<file path="config.mk">
export PLATFORM = sky130hd
export DESIGN_NAME = tiny_cpu_execute_unit
export DESIGN_NICKNAME = d
export VERILOG_FILES = /design/src/rtl/core/tce_pkg.sv /design/src/rtl/core/tce_ram.sv /design/src/rtl/core/tce_ctrl.sv /design/src/rtl/core/tce_datapath.sv /design/src/rtl/core/tiny_cpu_execute_unit.sv
export SDC_FILE = /design/constraint.sdc
export NUM_CORES = 1
export LEC_CHECK = 0
export CORE_MARGIN = 3
export CORE_UTILIZATION = 50
export CTS_CLUSTER_DIAMETER = 50
export DETAILED_ROUTE_END_ITERATION = 6
export DONT_BUFFER_PORTS = 1
export MAX_ROUTING_LAYER = met4
export SLEW_MARGIN = 0
export SYNTH_ARGS = -nofsm -noshare
export SYNTH_HDL_FRONTEND = slang
export SYNTH_HIERARCHICAL = 1
export SYNTH_SLANG_ARGS = --single-unit
</file>
<file path="constraint.sdc">
create_clock -name clk -period 6 [get_ports clk]
set_input_delay 0.9 -clock clk [delete_from_list [all_inputs] [get_ports clk]]
set_output_delay 0.9 -clock clk [all_outputs]
set_load 0.03 [all_outputs]
</file>
<file path="src/rtl/core/tce_pkg.sv">
package tce_pkg;

    // Instruction codes
    typedef enum logic [3:0] {
        OP_LOAD_MEM  = 4'd0,   // Rn <- mem[b]
        OP_STORE_MEM = 4'd1,   // mem[a] <- Rm
        OP_LOAD_IND  = 4'd2,   // Rn <- mem[Rm]
        OP_STORE_IND = 4'd3,   // mem[Rn] <- Rm
        OP_LOAD_LIT  = 4'd4,   // Rn <- b
        OP_MOVE      = 4'd5,   // Rn <- Rm
        OP_ADD       = 4'd6,
        OP_SUB       = 4'd7,
        OP_MUL       = 4'd8,
        OP_DIV       = 4'd9,
        OP_AND       = 4'd10,
        OP_OR        = 4'd11,
        OP_JZ        = 4'd12,
        OP_CMP       = 4'd13,
        OP_LESS      = 4'd14,
        OP_NOP       = 4'd15
    } kind_t;

    localparam int BYTE_W     = 8;
    localparam int REG_IDX_W  = 4;
    localparam int DIV_STEPS  = 8;
    localparam int DIV_CNT_W  = 3;
    localparam int LUT_DEPTH  = 256;

    typedef struct packed {
        kind_t              kind;
        logic [BYTE_W-1:0]  first_operand;
        logic [BYTE_W-1:0]  second_operand;
        logic [BYTE_W-1:0]  current_pc;
    } req_t;

    typedef struct packed {
        logic [BYTE_W-1:0]     next_pc;
        logic                  divide_by_zero;
        logic                  reg_written;
        logic [REG_IDX_W-1:0]  reg_index;
        logic                  mem_written;
        logic [BYTE_W-1:0]     mem_address;
        logic [BYTE_W-1:0]     written_value;
    } rsp_t;

    // Controller to datapath
    typedef struct packed {
        logic load;       // latch the request
        logic capture;    // latch operands, arm divider
        logic div_step;   // one quotient bit
        logic commit;     // write back and issue result
    } cmd_t;

    // Datapath to controller
    typedef struct packed {
        logic div_go;     // DIV with a nonzero divisor
        logic div_last;   // final quotient bit this cycle
    } sts_t;

endpackage

</file>
<file path="src/rtl/core/tce_ram.sv">
module tce_ram #(
    parameter int WIDTH = 8,
    parameter int DEPTH = 16,
    localparam int AW = (DEPTH > 1) ? $clog2(DEPTH) : 1
) (
    input  logic             clk,
    input  logic             we,
    input  logic [AW-1:0]    waddr,
    input  logic [WIDTH-1:0] wdata,
    input  logic [AW-1:0]    raddr,
    output logic [WIDTH-1:0] rdata
);

    logic [WIDTH-1:0] mem [DEPTH];

    // Single write port, registered read
    always_ff @(posedge clk)
    begin
        if (we)
        begin
            mem[waddr] <= wdata;
        end
        rdata <= mem[raddr];
    end

endmodule

</file>
<file path="src/rtl/core/tce_ctrl.sv">
module tce_ctrl (
    input  logic          clk,
    input  logic          rst_n,
    input  logic          start,
    input  tce_pkg::sts_t sts,
    output tce_pkg::cmd_t cmd,
    output logic          busy
);

    typedef enum logic [4:0] {
        ST_IDLE   = 5'b00001,
        ST_REG_RD = 5'b00010,
        ST_MEM_RD = 5'b00100,
        ST_DIVIDE = 5'b01000,
        ST_EXEC   = 5'b10000
    } state_t;

    state_t state_reg;
    state_t state_next;

    // Next state and commands
    always_comb
    begin
        state_next   = state_reg;
        cmd          = '0;
        unique case (state_reg)
            ST_IDLE:
            begin
                if (start)
                begin
                    cmd.load   = 1'b1;
                    state_next = ST_REG_RD;
                end
            end
            ST_REG_RD:
            begin
                state_next = ST_MEM_RD;
            end
            ST_MEM_RD:
            begin
                cmd.capture = 1'b1;
                state_next  = sts.div_go ? ST_DIVIDE : ST_EXEC;
            end
            ST_DIVIDE:
            begin
                cmd.div_step = 1'b1;
                if (sts.div_last)
                begin
                    state_next = ST_EXEC;
                end
            end
            ST_EXEC:
            begin
                cmd.commit = 1'b1;
                state_next = ST_IDLE;
            end
            default:
            begin
                state_next = ST_IDLE;
            end
        endcase
    end

    assign busy = (state_reg != ST_IDLE);

    always_ff @(posedge clk or negedge rst_n)
    begin
        if (!rst_n)
        begin
            state_reg <= ST_IDLE;
        end
        else
        begin
            state_reg <= state_next;
        end
    end

endmodule

</file>
<file path="src/rtl/core/tce_datapath.sv">
module tce_datapath #(
    parameter int NUM_REGS   = 16,
    parameter int DATA_WORDS = 16
) (
    input  logic          clk,
    input  logic          rst_n,
    input  tce_pkg::req_t request,
    input  tce_pkg::cmd_t cmd,
    output tce_pkg::sts_t sts,
    output logic          done,
    output tce_pkg::rsp_t result
);

    localparam int BW = tce_pkg::BYTE_W;
    localparam int RW = (NUM_REGS > 1) ? $clog2(NUM_REGS) : 1;
    localparam int MW = (DATA_WORDS > 1) ? $clog2(DATA_WORDS) : 1;
    localparam int CW = tce_pkg::DIV_CNT_W;

    // Wrap tables: byte value to register / memory index
    logic [RW-1:0] reg_lut [tce_pkg::LUT_DEPTH];
    logic [MW-1:0] mem_lut [tce_pkg::LUT_DEPTH];

    for (genvar i = 0; i < tce_pkg::LUT_DEPTH; i++)
    begin : g_lut
        assign reg_lut[i] = RW'(i % NUM_REGS);
        assign mem_lut[i] = MW'(i % DATA_WORDS);
    end

    // Latched request
    tce_pkg::kind_t kind_reg;
    logic [RW-1:0]  n_reg;
    logic [RW-1:0]  m_reg;
    logic [MW-1:0]  a_ix_reg;
    logic [BW-1:0]  b_reg;
    logic [BW-1:0]  pc_reg;

    always_ff @(posedge clk)
    begin
        if (cmd.load)
        begin
            kind_reg <= request.kind;
            n_reg    <= reg_lut[request.first_operand];
            m_reg    <= reg_lut[request.second_operand];
            a_ix_reg <= mem_lut[request.first_operand];
            b_reg    <= request.second_operand;
            pc_reg   <= request.current_pc;
        end
    end

    // Register file: two copies for two read ports, valid bits for reset
    logic [BW-1:0]       rf_a_rdata;
    logic [BW-1:0]       rf_b_rdata;
    logic [NUM_REGS-1:0] rf_valid_reg;
    logic                rf_a_vld_reg;
    logic                rf_b_vld_reg;
    logic                rf_we;
    logic [BW-1:0]       wr_val;

    tce_ram #(.WIDTH(BW), .DEPTH(NUM_REGS)) u_rf_a (
        .clk   (clk),
        .we    (rf_we),
        .waddr (n_reg),
        .wdata (wr_val),
        .raddr (n_reg),
        .rdata (rf_a_rdata)
    );

    tce_ram #(.WIDTH(BW), .DEPTH(NUM_REGS)) u_rf_b (
        .clk   (clk),
        .we    (rf_we),
        .waddr (n_reg),
        .wdata (wr_val),
        .raddr (m_reg),
        .rdata (rf_b_rdata)
    );

    logic [BW-1:0] rn_rd;
    logic [BW-1:0] rm_rd;

    assign rn_rd = rf_a_vld_reg ? rf_a_rdata : '0;
    assign rm_rd = rf_b_vld_reg ? rf_b_rdata : '0;

    // Data memory
    logic [MW-1:0]         dm_raddr;
    logic [MW-1:0]         dm_waddr;
    logic [BW-1:0]         dm_rdata;
    logic [DATA_WORDS-1:0] dm_valid_reg;
    logic                  dm_vld_reg;
    logic                  dm_we;
    logic [BW-1:0]         mem_val;

    assign dm_raddr = (kind_reg == tce_pkg::OP_LOAD_IND) ? mem_lut[rm_rd] : mem_lut[b_reg];

    tce_ram #(.WIDTH(BW), .DEPTH(DATA_WORDS)) u_dm (
        .clk   (clk),
        .we    (dm_we),
        .waddr (dm_waddr),
        .wdata (wr_val),
        .raddr (dm_raddr),
        .rdata (dm_rdata)
    );

    assign mem_val = dm_vld_reg ? dm_rdata : '0;

    // Valid bits follow the read address like the RAM data
    always_ff @(posedge clk or negedge rst_n)
    begin
        if (!rst_n)
        begin
            rf_valid_reg <= '0;
            dm_valid_reg <= '0;
            rf_a_vld_reg <= 1'b0;
            rf_b_vld_reg <= 1'b0;
            dm_vld_reg   <= 1'b0;
        end
        else
        begin
            rf_a_vld_reg <= rf_valid_reg[n_reg];
            rf_b_vld_reg <= rf_valid_reg[m_reg];
            dm_vld_reg   <= dm_valid_reg[dm_raddr];
            if (rf_we)
            begin
                rf_valid_reg[n_reg] <= 1'b1;
            end
            if (dm_we)
            begin
                dm_valid_reg[dm_waddr] <= 1'b1;
            end
        end
    end

    // Operands and restoring divider, one quotient bit per cycle
    logic [BW-1:0] rn_reg;
    logic [BW-1:0] rm_reg;
    logic [BW-1:0] quo_reg;
    logic [BW-1:0] rem_reg;
    logic [CW-1:0] cnt_reg;
    logic [BW:0]   rem_sh;
    logic [BW:0]   diff;

    assign rem_sh = {rem_reg, quo_reg[BW-1]};
    assign diff   = rem_sh - {1'b0, rm_reg};

    always_ff @(posedge clk)
    begin
        if (cmd.capture)
        begin
            rn_reg  <= rn_rd;
            rm_reg  <= rm_rd;
            quo_reg <= rn_rd;
            rem_reg <= '0;
            cnt_reg <= '0;
        end
        else if (cmd.div_step)
        begin
            cnt_reg <= cnt_reg + CW'(1);
            if (!diff[BW])
            begin
                rem_reg <= diff[BW-1:0];
                quo_reg <= {quo_reg[BW-2:0], 1'b1};
            end
            else
            begin
                rem_reg <= rem_sh[BW-1:0];
                quo_reg <= {quo_reg[BW-2:0], 1'b0};
            end
        end
    end

    assign sts.div_go   = (kind_reg == tce_pkg::OP_DIV) && (rm_rd != '0);
    assign sts.div_last = (cnt_reg == CW'(tce_pkg::DIV_STEPS - 1));

    // Execute decode
    logic          rw;
    logic          mw;
    logic          dz;
    logic [BW-1:0] npc;

    always_comb
    begin
        rw       = 1'b0;
        mw       = 1'b0;
        dz       = 1'b0;
        wr_val   = '0;
        dm_waddr = a_ix_reg;
        npc      = pc_reg;
        unique case (kind_reg) inside
            tce_pkg::OP_LOAD_MEM, tce_pkg::OP_LOAD_IND:
            begin
                rw     = 1'b1;
                wr_val = mem_val;
            end
            tce_pkg::OP_STORE_MEM:
            begin
                mw     = 1'b1;
                wr_val = rm_reg;
            end
            tce_pkg::OP_STORE_IND:
            begin
                mw       = 1'b1;
                dm_waddr = mem_lut[rn_reg];
                wr_val   = rm_reg;
            end
            tce_pkg::OP_LOAD_LIT:
            begin
                rw     = 1'b1;
                wr_val = b_reg;
            end
            tce_pkg::OP_MOVE:
            begin
                rw     = 1'b1;
                wr_val = rm_reg;
            end
            tce_pkg::OP_ADD:
            begin
                rw     = 1'b1;
                wr_val = rn_reg + rm_reg;
            end
            tce_pkg::OP_SUB:
            begin
                rw     = 1'b1;
                wr_val = rn_reg - rm_reg;
            end
            tce_pkg::OP_MUL:
            begin
                rw     = 1'b1;
                wr_val = rn_reg * rm_reg;
            end
            tce_pkg::OP_DIV:
            begin
                if (rm_reg != '0)
                begin
                    rw     = 1'b1;
                    wr_val = quo_reg;
                end
                else
                begin
                    dz = 1'b1;
                end
            end
            tce_pkg::OP_AND:
            begin
                rw     = 1'b1;
                wr_val = rn_reg & rm_reg;
            end
            tce_pkg::OP_OR:
            begin
                rw     = 1'b1;
                wr_val = rn_reg | rm_reg;
            end
            tce_pkg::OP_JZ:
            begin
                if (rn_reg == '0)
                begin
                    npc = pc_reg + b_reg - BW'(1);
                end
            end
            tce_pkg::OP_LESS:
            begin
                if (rn_reg < rm_reg)
                begin
                    rw     = 1'b1;
                    wr_val = rm_reg;
                end
            end
            tce_pkg::OP_CMP, tce_pkg::OP_NOP:
            begin
                rw = 1'b0;
            end
            default:
            begin
                rw = 1'b0;
            end
        endcase
    end

    assign rf_we = cmd.commit && rw;
    assign dm_we = cmd.commit && mw;

    // Result register and strobe
    tce_pkg::rsp_t rsp_reg;
    logic          done_reg;

    always_ff @(posedge clk)
    begin
        if (cmd.commit)
        begin
            rsp_reg.next_pc        <= npc;
            rsp_reg.divide_by_zero <= dz;
            rsp_reg.reg_written    <= rw;
            rsp_reg.reg_index      <= rw ? tce_pkg::REG_IDX_W'(n_reg) : '0;
            rsp_reg.mem_written    <= mw;
            rsp_reg.mem_address    <= mw ? BW'(dm_waddr) : '0;
            rsp_reg.written_value  <= wr_val;
        end
    end

    always_ff @(posedge clk or negedge rst_n)
    begin
        if (!rst_n)
        begin
            done_reg <= 1'b0;
        end
        else
        begin
            done_reg <= cmd.commit;
        end
    end

    assign done   = done_reg;
    assign result = rsp_reg;

endmodule

</file>
<file path="src/rtl/core/tiny_cpu_execute_unit.sv">
// Executes one decoded 8-bit instruction per request against a register file
// and a data memory that both read as zero after reset. A request is taken when
// start is high and busy is low; the result appears on result for exactly one
// cycle with done high and must be captured then, as it cannot be held off.
// Every instruction passes through request latch, register read, operand/memory
// read and execute, and DIV with a nonzero divisor also goes through the
// one-bit-per-cycle restoring divider before execute. A new request can be
// accepted in the cycle done is high, but not while busy is high, so one
// instruction is finished before the next is taken.
module tiny_cpu_execute_unit #(
    parameter int NUM_REGS   = 16,
    parameter int DATA_WORDS = 16
) (
    input  logic          clk,
    input  logic          rst_n,
    input  logic          start,
    output logic          busy,
    input  tce_pkg::req_t request,
    output logic          done,
    output tce_pkg::rsp_t result
);

    tce_pkg::cmd_t cmd;
    tce_pkg::sts_t sts;

    tce_ctrl u_ctrl (
        .clk   (clk),
        .rst_n (rst_n),
        .start (start),
        .sts   (sts),
        .cmd   (cmd),
        .busy  (busy)
    );

    tce_datapath #(
        .NUM_REGS   (NUM_REGS),
        .DATA_WORDS (DATA_WORDS)
    ) u_datapath (
        .clk     (clk),
        .rst_n   (rst_n),
        .request (request),
        .cmd     (cmd),
        .sts     (sts),
        .done    (done),
        .result  (result)
    );

endmodule
</file>
# Word-level counts from Yosys, hierarchy flattened
# Memories as Yosys holds them, arrays and structs flattened. A register that Yosys moved wholly into a read port is not among the register bits.
# Cells that the tools add are included.
# Widths: inputs -> output; s select.
dict set report word_totals {
  input_bits 31
  ramBits 384
  regBits 127
  output_inout_bits 33
  latchBits 0
  mem_bits_ro 5120
  word_cells 142
  n_memories 8
}
# name depth word_bits rd rd_clocked_by_memory_dff wr line_no
set mem_list {}
lappend mem_list {{(no name shown)} 256 4 1 1 0 tce_datapath.sv:42} ;# n_reg <= reg_lut[request.first_operand];
lappend mem_list {{(no name shown)} 256 4 1 0 0 tce_datapath.sv:201} ;# dm_waddr = mem_lut[rn_reg];
lappend mem_list {{(no name shown)} 256 4 1 0 0 tce_datapath.sv:92} ;# assign dm_raddr = (kind_reg == tce_pkg::OP_LOAD_IND) ? mem_lut[rm_rd] : mem_lut[b_reg];
lappend mem_list {{(no name shown)} 256 4 1 1 0 tce_datapath.sv:43} ;# m_reg <= reg_lut[request.second_operand];
lappend mem_list {{(no name shown)} 256 4 1 0 0 tce_datapath.sv:92}
lappend mem_list {u_datapath.u_dm.mem 16 8 1 1 1 tce_ram.sv:14} ;# logic [WIDTH-1:0] mem [DEPTH];
lappend mem_list {{+2 memories} - - - - - -}
dict set report classes {
  mux 48
  shifts 0
  n_mul 1
  n_lt_le_gt_ge 10
  reduce_logical 15
  add_sub_neg 6
  bitwise 9
  div_mod_pow 0
  eq_ne 22
}
# operator n
set op_table {}
lappend op_table {{$mux 8} 10}
lappend op_table {{$pmux 8 s10} 1}
lappend op_table {{$not 8->9} 5}
lappend op_table {{$mux 4} 8}
lappend op_table {{$or 16x16->16} 2}
lappend op_table {{$ge 9x9->1 const B} 3}
lappend op_table {{$eq 4x4->1 const B} 6}
lappend op_table {{$lt 4x5->1 const B} 4}
lappend op_table {{$pmux 5 s4} 1}
lappend op_table {{$mux 1} 19}
lappend op_table {{$add 8x8->8} 2}
lappend op_table {{$eq 4x3->1 const B} 4}
lappend op_table {{$reduce_bool 8->1} 2}
lappend op_table {{$mux 5} 3}
lappend op_table {{$bmux 1 s4} 3}
lappend op_table {{$reduce_or 9->1} 1}
lappend op_table {{$sub 9x8->9} 1}
lappend op_table {{$and 8x8->8} 1}
lappend op_table {{$demux 1 s4} 2}
lappend op_table {{$eq 4x2->1 const B} 2}
lappend op_table {{$ge 4x1->1 const B} 2}
lappend op_table {{$logic_not 8->1} 1}
lappend op_table {{$lt 8x8->1} 1}
lappend op_table {{$mul 8x8->8} 1}
lappend op_table {{other kinds (20)} 26}

# Logic depth before layout (Yosys ltp)
dict set report logic_depth {
  word_depth 10
  depth_mapped 16
  ltp_nobuf 16
}

# Cells and area by module
# The synthesis kept the hierarchy.
# module area_each_um2 seq_area_each_um2 cells_per_inst instances
set modules_own_cells {}
lappend modules_own_cells {tce_ram 5147.4 4003.8 229 3}
lappend modules_own_cells {tce_datapath 7893.8 3373.2 742 1}
lappend modules_own_cells {tce_ctrl 296.5 126.4 32 1}

# Worst setup path before layout
# No wires, ideal clock.
dict set report synth_path {
  kind {register to register}
  from {register u_datapath.rn_reg[1]}
  to {register u_datapath.rsp_reg, in the netlist u_datapath/result[7], data pin}
  synth_period_minus_slack_ns 4.952
  path_slack_ns 1.048
  t_required_ns 5.673
  path_buffers 0
  arrival_time_ns 4.625
  stages_incl_launch_ff 15
  setup_time_ns 0.327
  cell_sequence {edfxtp_1 nand2_1 fa_1 fa_1 inv_1 fa_1 inv_1 fa_1 inv_1 ha_1 a21oi_1 xnor3_1 xnor3_1 o221ai_1 a221o_1}
}
dict set report synth_via {
  elab_chain_cells 3
  word_cells_on_any_way 6
  cone_classes {add/sub (2); mul (1); order compare (1); mux (2)}
}
# element line_no
set synth_rtl {}
lappend synth_rtl {{start, declared} tce_datapath.sv:133} ;# logic [BW-1:0] rn_reg;
lappend synth_rtl {{start signal, assigned} tce_datapath.sv:148} ;# rn_reg <= rn_rd;
lappend synth_rtl {{parallel branches: the longest is 2 deep, another holds $mul 8x8->8} -}
lappend synth_rtl {{$pmux 8 s10 (*)} tce_datapath.sv:187} ;# unique case (kind_reg) inside
lappend synth_rtl {{net u_datapath.wr_val[7]} tce_datapath.sv:57} ;# logic [BW-1:0] wr_val;
lappend synth_rtl {{end, declared} tce_datapath.sv:281} ;# tce_pkg::rsp_t rsp_reg;
# Mark *: on every way through the listed nets, which the timed path passes.
# A chain may end at the register's enable or synchronous reset.

# Worst setup path after layout
dict set report layout_path {
  from {register u_datapath.rn_reg[2]}
  to {memory u_datapath.u_dm.mem[13][7], data pin}
}
dict set report layout_via {
  elab_chain_cells 3
  word_cells_on_any_way 6
  cone_classes {add/sub (2); mul (1); order compare (1); mux (2)}
}
# element line_no
set layout_rtl {}
lappend layout_rtl {{parallel branches: the longest is 2 deep, another holds $mul 8x8->8} -}
lappend layout_rtl {{$pmux 8 s10 (*)} tce_datapath.sv:187}
lappend layout_rtl {{net u_datapath.wr_val[7]} tce_datapath.sv:57}
lappend layout_rtl {{end, declared} tce_ram.sv:14}
# Marked as above.

==> summary.txt <==
Clock tree
  – Clock Tree Buf Depth: 3
  – Clock Pin Slew Worst Setup and Hold Paths: 60 ps
  – Post-CTS Resized: 0
  – CTS tree: built
  – Post-CTS Setup Bufs: 0
  – Total clock sinks: approximately 540
  – Num CTS Buffers: 57
  – Clock Tree Root: clkbuf_16
  – H-tree levels: 2
  – Post-CTS Hold Buffers: 1
  – Clk_lat worst skew: about 600 ps

Power and ir drop
  – Switching share of power: 0.290
  – Share of power burned in the clock network: 0.330
  – Pwr dens: 394 nW/um^2
  – Gate power share: 0.213
  – P_sw: between 2 and 3 mW
  – Flop pwr share: 0.456
  – VDD IR max: between 0.2 and 0.25 mV
  – P_leak: approximately 9.7 nW
  – Cell internal pwr: around 7.4 mW

Flow run
  – Max-cap violation count: 0

Critical path
  – Worst Path Required: approximately 6300 ps
  – Crit path capture type: flip-flop
  – CP Launch Type: flip-flop
  – CP max stage cell: a221o_2
  – Buf/Inv on CP: 4
  – CP Class: reg -> reg
  – Worst EP arrival: approximately 5600 ps
  – Crit path cell chain: ha_1 > inv_1 > fa_1 > inv_1 > fa_1 > ha_1 > inv_1 > fa_1 > inv_1 > ha_1 > a21o_1 > a21oi_1 > xnor3_1 > xnor3_1 > o221ai_1 > a221o_2
  – Crit path max-delay family: adder cells
  – Most frequent CP cell: inv_1
  – CP max stage delay: about 740 ps
  – CP max FO: 49

Drt
  – Routed WL: about 55000 microns
  – Via/cell ratio: approximately 6.0
  – Drt initial violations: 1122
  – DRC viols: 0
  – Vias: between 10000 and 15000
  – DRT Pass-1 Iters: 6
  – WL per Instance: ~25 microns
  – Remaining antenna violation count after routing: 0

Outcome
  – Outcome: complete, no violations

Timing
  – Clock Skew: 19.5 ps
  – Post-route setup TNS: 0 ps
  – Worst Max-Slew Pin Slew: around 1200 ps
  – Slew headroom: 0.186
  – Hold Vio Cnt, Final: 0
  – Pins Over Slew Limit: 0
  – Final period util: 0.894
  – Endpoints failing setup: 0
  – Unrepaired setup endpoints after global routing: no
  – Min cycle time layout: 5360 ps
  – F_max: 186 MHz
  – Final worst slack: around 640 ps

Layout
  – Share of cells above drive strength 1: 0.153
  – Fin nets: ~1600
  – Fin util: 0.563
  – Most common cell after layout, fill and taps aside: edfxtp_1
  – Post-Layout Cell Count: between 2000 and 2500
  – Most frequent cells in the layout: 459 x edfxtp_1, 94 x nor2_1, 92 x inv_1
  – Layout area overhead: 11.2%
  – Largest registers: u_datapath/u_dm/mem: 128 flops, u_datapath/u_rf_a/mem: 128 flops, u_datapath/u_rf_b/mem: 128 flops

Place
  – GP Congestion: 0.928
  – Placed Instances: 2054
  – Number of port buffers: 0
  – Pre-CTS setup slack: ~620 ps
  – HPWL after DPL: 35900 microns

Synth
  – Cells after Synth: around 1500
  – Synth Cell Area: around 24000 sq um
  – Post-synth ARST share: 0.0766
  – Synth warn: 6
  – Post-synth EDFFs: ~460
  – Seq/Total Area, Yosys: 0.656
  – Library cells used by synthesis: slightly below 80
  – #FFs+latches synth: ~540
  – Top FF cell, synth: edfxtp_1
  – Syn avg cell area: 16.2 sq um

Floorplanning
  – Ports: 64
  – Initial core utilization: 0.507
  – Die span in x: roughly 220 microns
  – Die Span Y: around 220 microns
  – Die area: between 40000 and 50000 sq um
  – Core footprint: about 47000 sq um
  – Number of cell rows: 79

Global routing
  – GRT Util Overall: 0.229
  – Total gr overflow: 0
  – Largest net degree at the start of global routing: 59
  – Number of global-route vias before repair: roughly 13000
  – Initial antenna violation count: 3
  – First-pass GRT wire length: 82700 microns

Min path
  – Hold Crit Class: in -> async
## power groups by stage
stage / clock (mW) / sequential [mW] / combinational, mW
2_1_floorplan: 0 / 4.77 / 1.47
3_3_place_gp: 0 / 4.79 / 2.19
3_5_place_dp: 0 / 4.80 / 2.22
4_1_cts: 3.51 / 4.72 / 2.24
5_1_grt: 3.66 / 4.73 / 2.42
6_report: 3.42 / 4.72 / 2.21
## layout make-up
cell class | count | area (sq um)
inverter | 94 | 353
multi-input combinational | 778 | 7460
clock inverter | 28 | 262
tap | 607 | 759
sequential | 535 | 15500
fill | 3648 | 20400
timing repair buffer | 41 | 328
clock buffer | 76 | 1590
antenna | 3 | 7.51
## through the flow
step                total power, mW  hold slack [ps]  cell area [sq um]
finish                         10.3              130              26300
detailed placement             7.01              443              24400
global placement               6.98              436              24400
floorplan                      6.24              423              23600
global route                   10.8              110              26300
CTS                            10.5              104              26300
## Yosys cell counts, types with 3 or more instances
cell type | number | share of area
nor2_1 | 95 | 0.015
fa_1 | 16 | 0.014
dfxtp_1 | 35 | 0.030
mux4_1 | 43 | 0.048
clkbuf_1 | 18 | 0.0029
nand3_1 | 17 | 0.0036
nor4_1 | 7 | 0.0019
o21bai_1 | 14 | 0.0044
o2111ai_1 | 5 | 0.0019
mux2i_1 | 15 | 0.0064
nor2b_1 | 12 | 0.0032
nor3b_1 | 3 | 0.00095
ha_1 | 63 | 0.033
nor3_1 | 24 | 0.0051
xor2_1 | 9 | 0.0033
a21oi_1 | 25 | 0.0053
mux4_2 | 65 | 0.062
or3b_2 | 3 | 0.0011
nand3b_1 | 13 | 0.0041
xnor2_1 | 20 | 0.0074
and2_1 | 27 | 0.0071
edfxtp_1 | 459 | 0.58
o311a_1 | 5 | 0.0021
dfrtp_1 | 40 | 0.042
buf_6 | 9 | 0.0043
nand2_1 | 88 | 0.014
o221ai_1 | 6 | 0.0022
buf_4 | 8 | 0.0025
a22oi_1 | 51 | 0.016
o21ai_0 | 23 | 0.0049
mux2_2 | 10 | 0.0048
a221o_1 | 5 | 0.0021
buf_2 | 13 | 0.0028
inv_1 | 94 | 0.015
a21o_1 | 22 | 0.0070
nand2b_1 | 13 | 0.0034
a32oi_1 | 4 | 0.0015
clkdlybuf4s25_2 | 9 | 0.0038
a31o_2 | 8 | 0.0030
nand4_1 | 7 | 0.0019
and3_1 | 4 | 0.0011
a221oi_1 | 4 | 0.0015
and2b_1 | 3 | 0.00095
## worst paths after layout
kind	startpoint	endpoint	slack, ps	cells after the start
min in group clk	request[7]	u_datapath/pc_reg[7]$_DFFE_PP_	390	0
setup / recovery	u_datapath/rn_reg[2]$_DFFE_PP_	u_datapath/u_dm/mem[13][7]$_DFFE_PP_	640	16
setup reg to reg	u_datapath/rn_reg[2]$_DFFE_PP_	u_datapath/u_dm/mem[13][7]$_DFFE_PP_	640	16
hold / removal	rst_n	u_datapath/dm_valid_reg[9]$_DFFE_PN0P_	130	1
hold reg to reg	u_datapath/dm_valid_reg[13]$_DFFE_PN0P_	u_datapath/dm_valid_reg[13]$_DFFE_PN0P_	450	1
max in group asynchronous	rst_n	u_datapath/rf_valid_reg[10]$_DFFE_PN0P_	5620	1
## layer usage
metal	up-vias	part of all wire	wire length (microns)	GRT usage
met5	-	0	0	-
met4	0	0.037	2050	0.0840
met3	108	0.065	3570	0.0483
met2	442	0.46	25500	0.344
met1	6544	0.43	23800	0.314
li1	5778	-	-	-
## cell families (layout without fill, tap and decap cells)
kind of cell,Yosys count,in the layout,synth area share
XOR/XNOR,31,31,0.0127
AND/OR/NAND/NOR,333,333,0.0698
other,1,7,0.000159
adder cells (fa/ha/maj),79,79,0.0469
AO/OA/AOI/OAI,197,197,0.0611
buffers and inverters,151,239,0.0312
flip-flops,535,535,0.656
multiplexers,134,134,0.122
(Power assumes the default switching activity.)
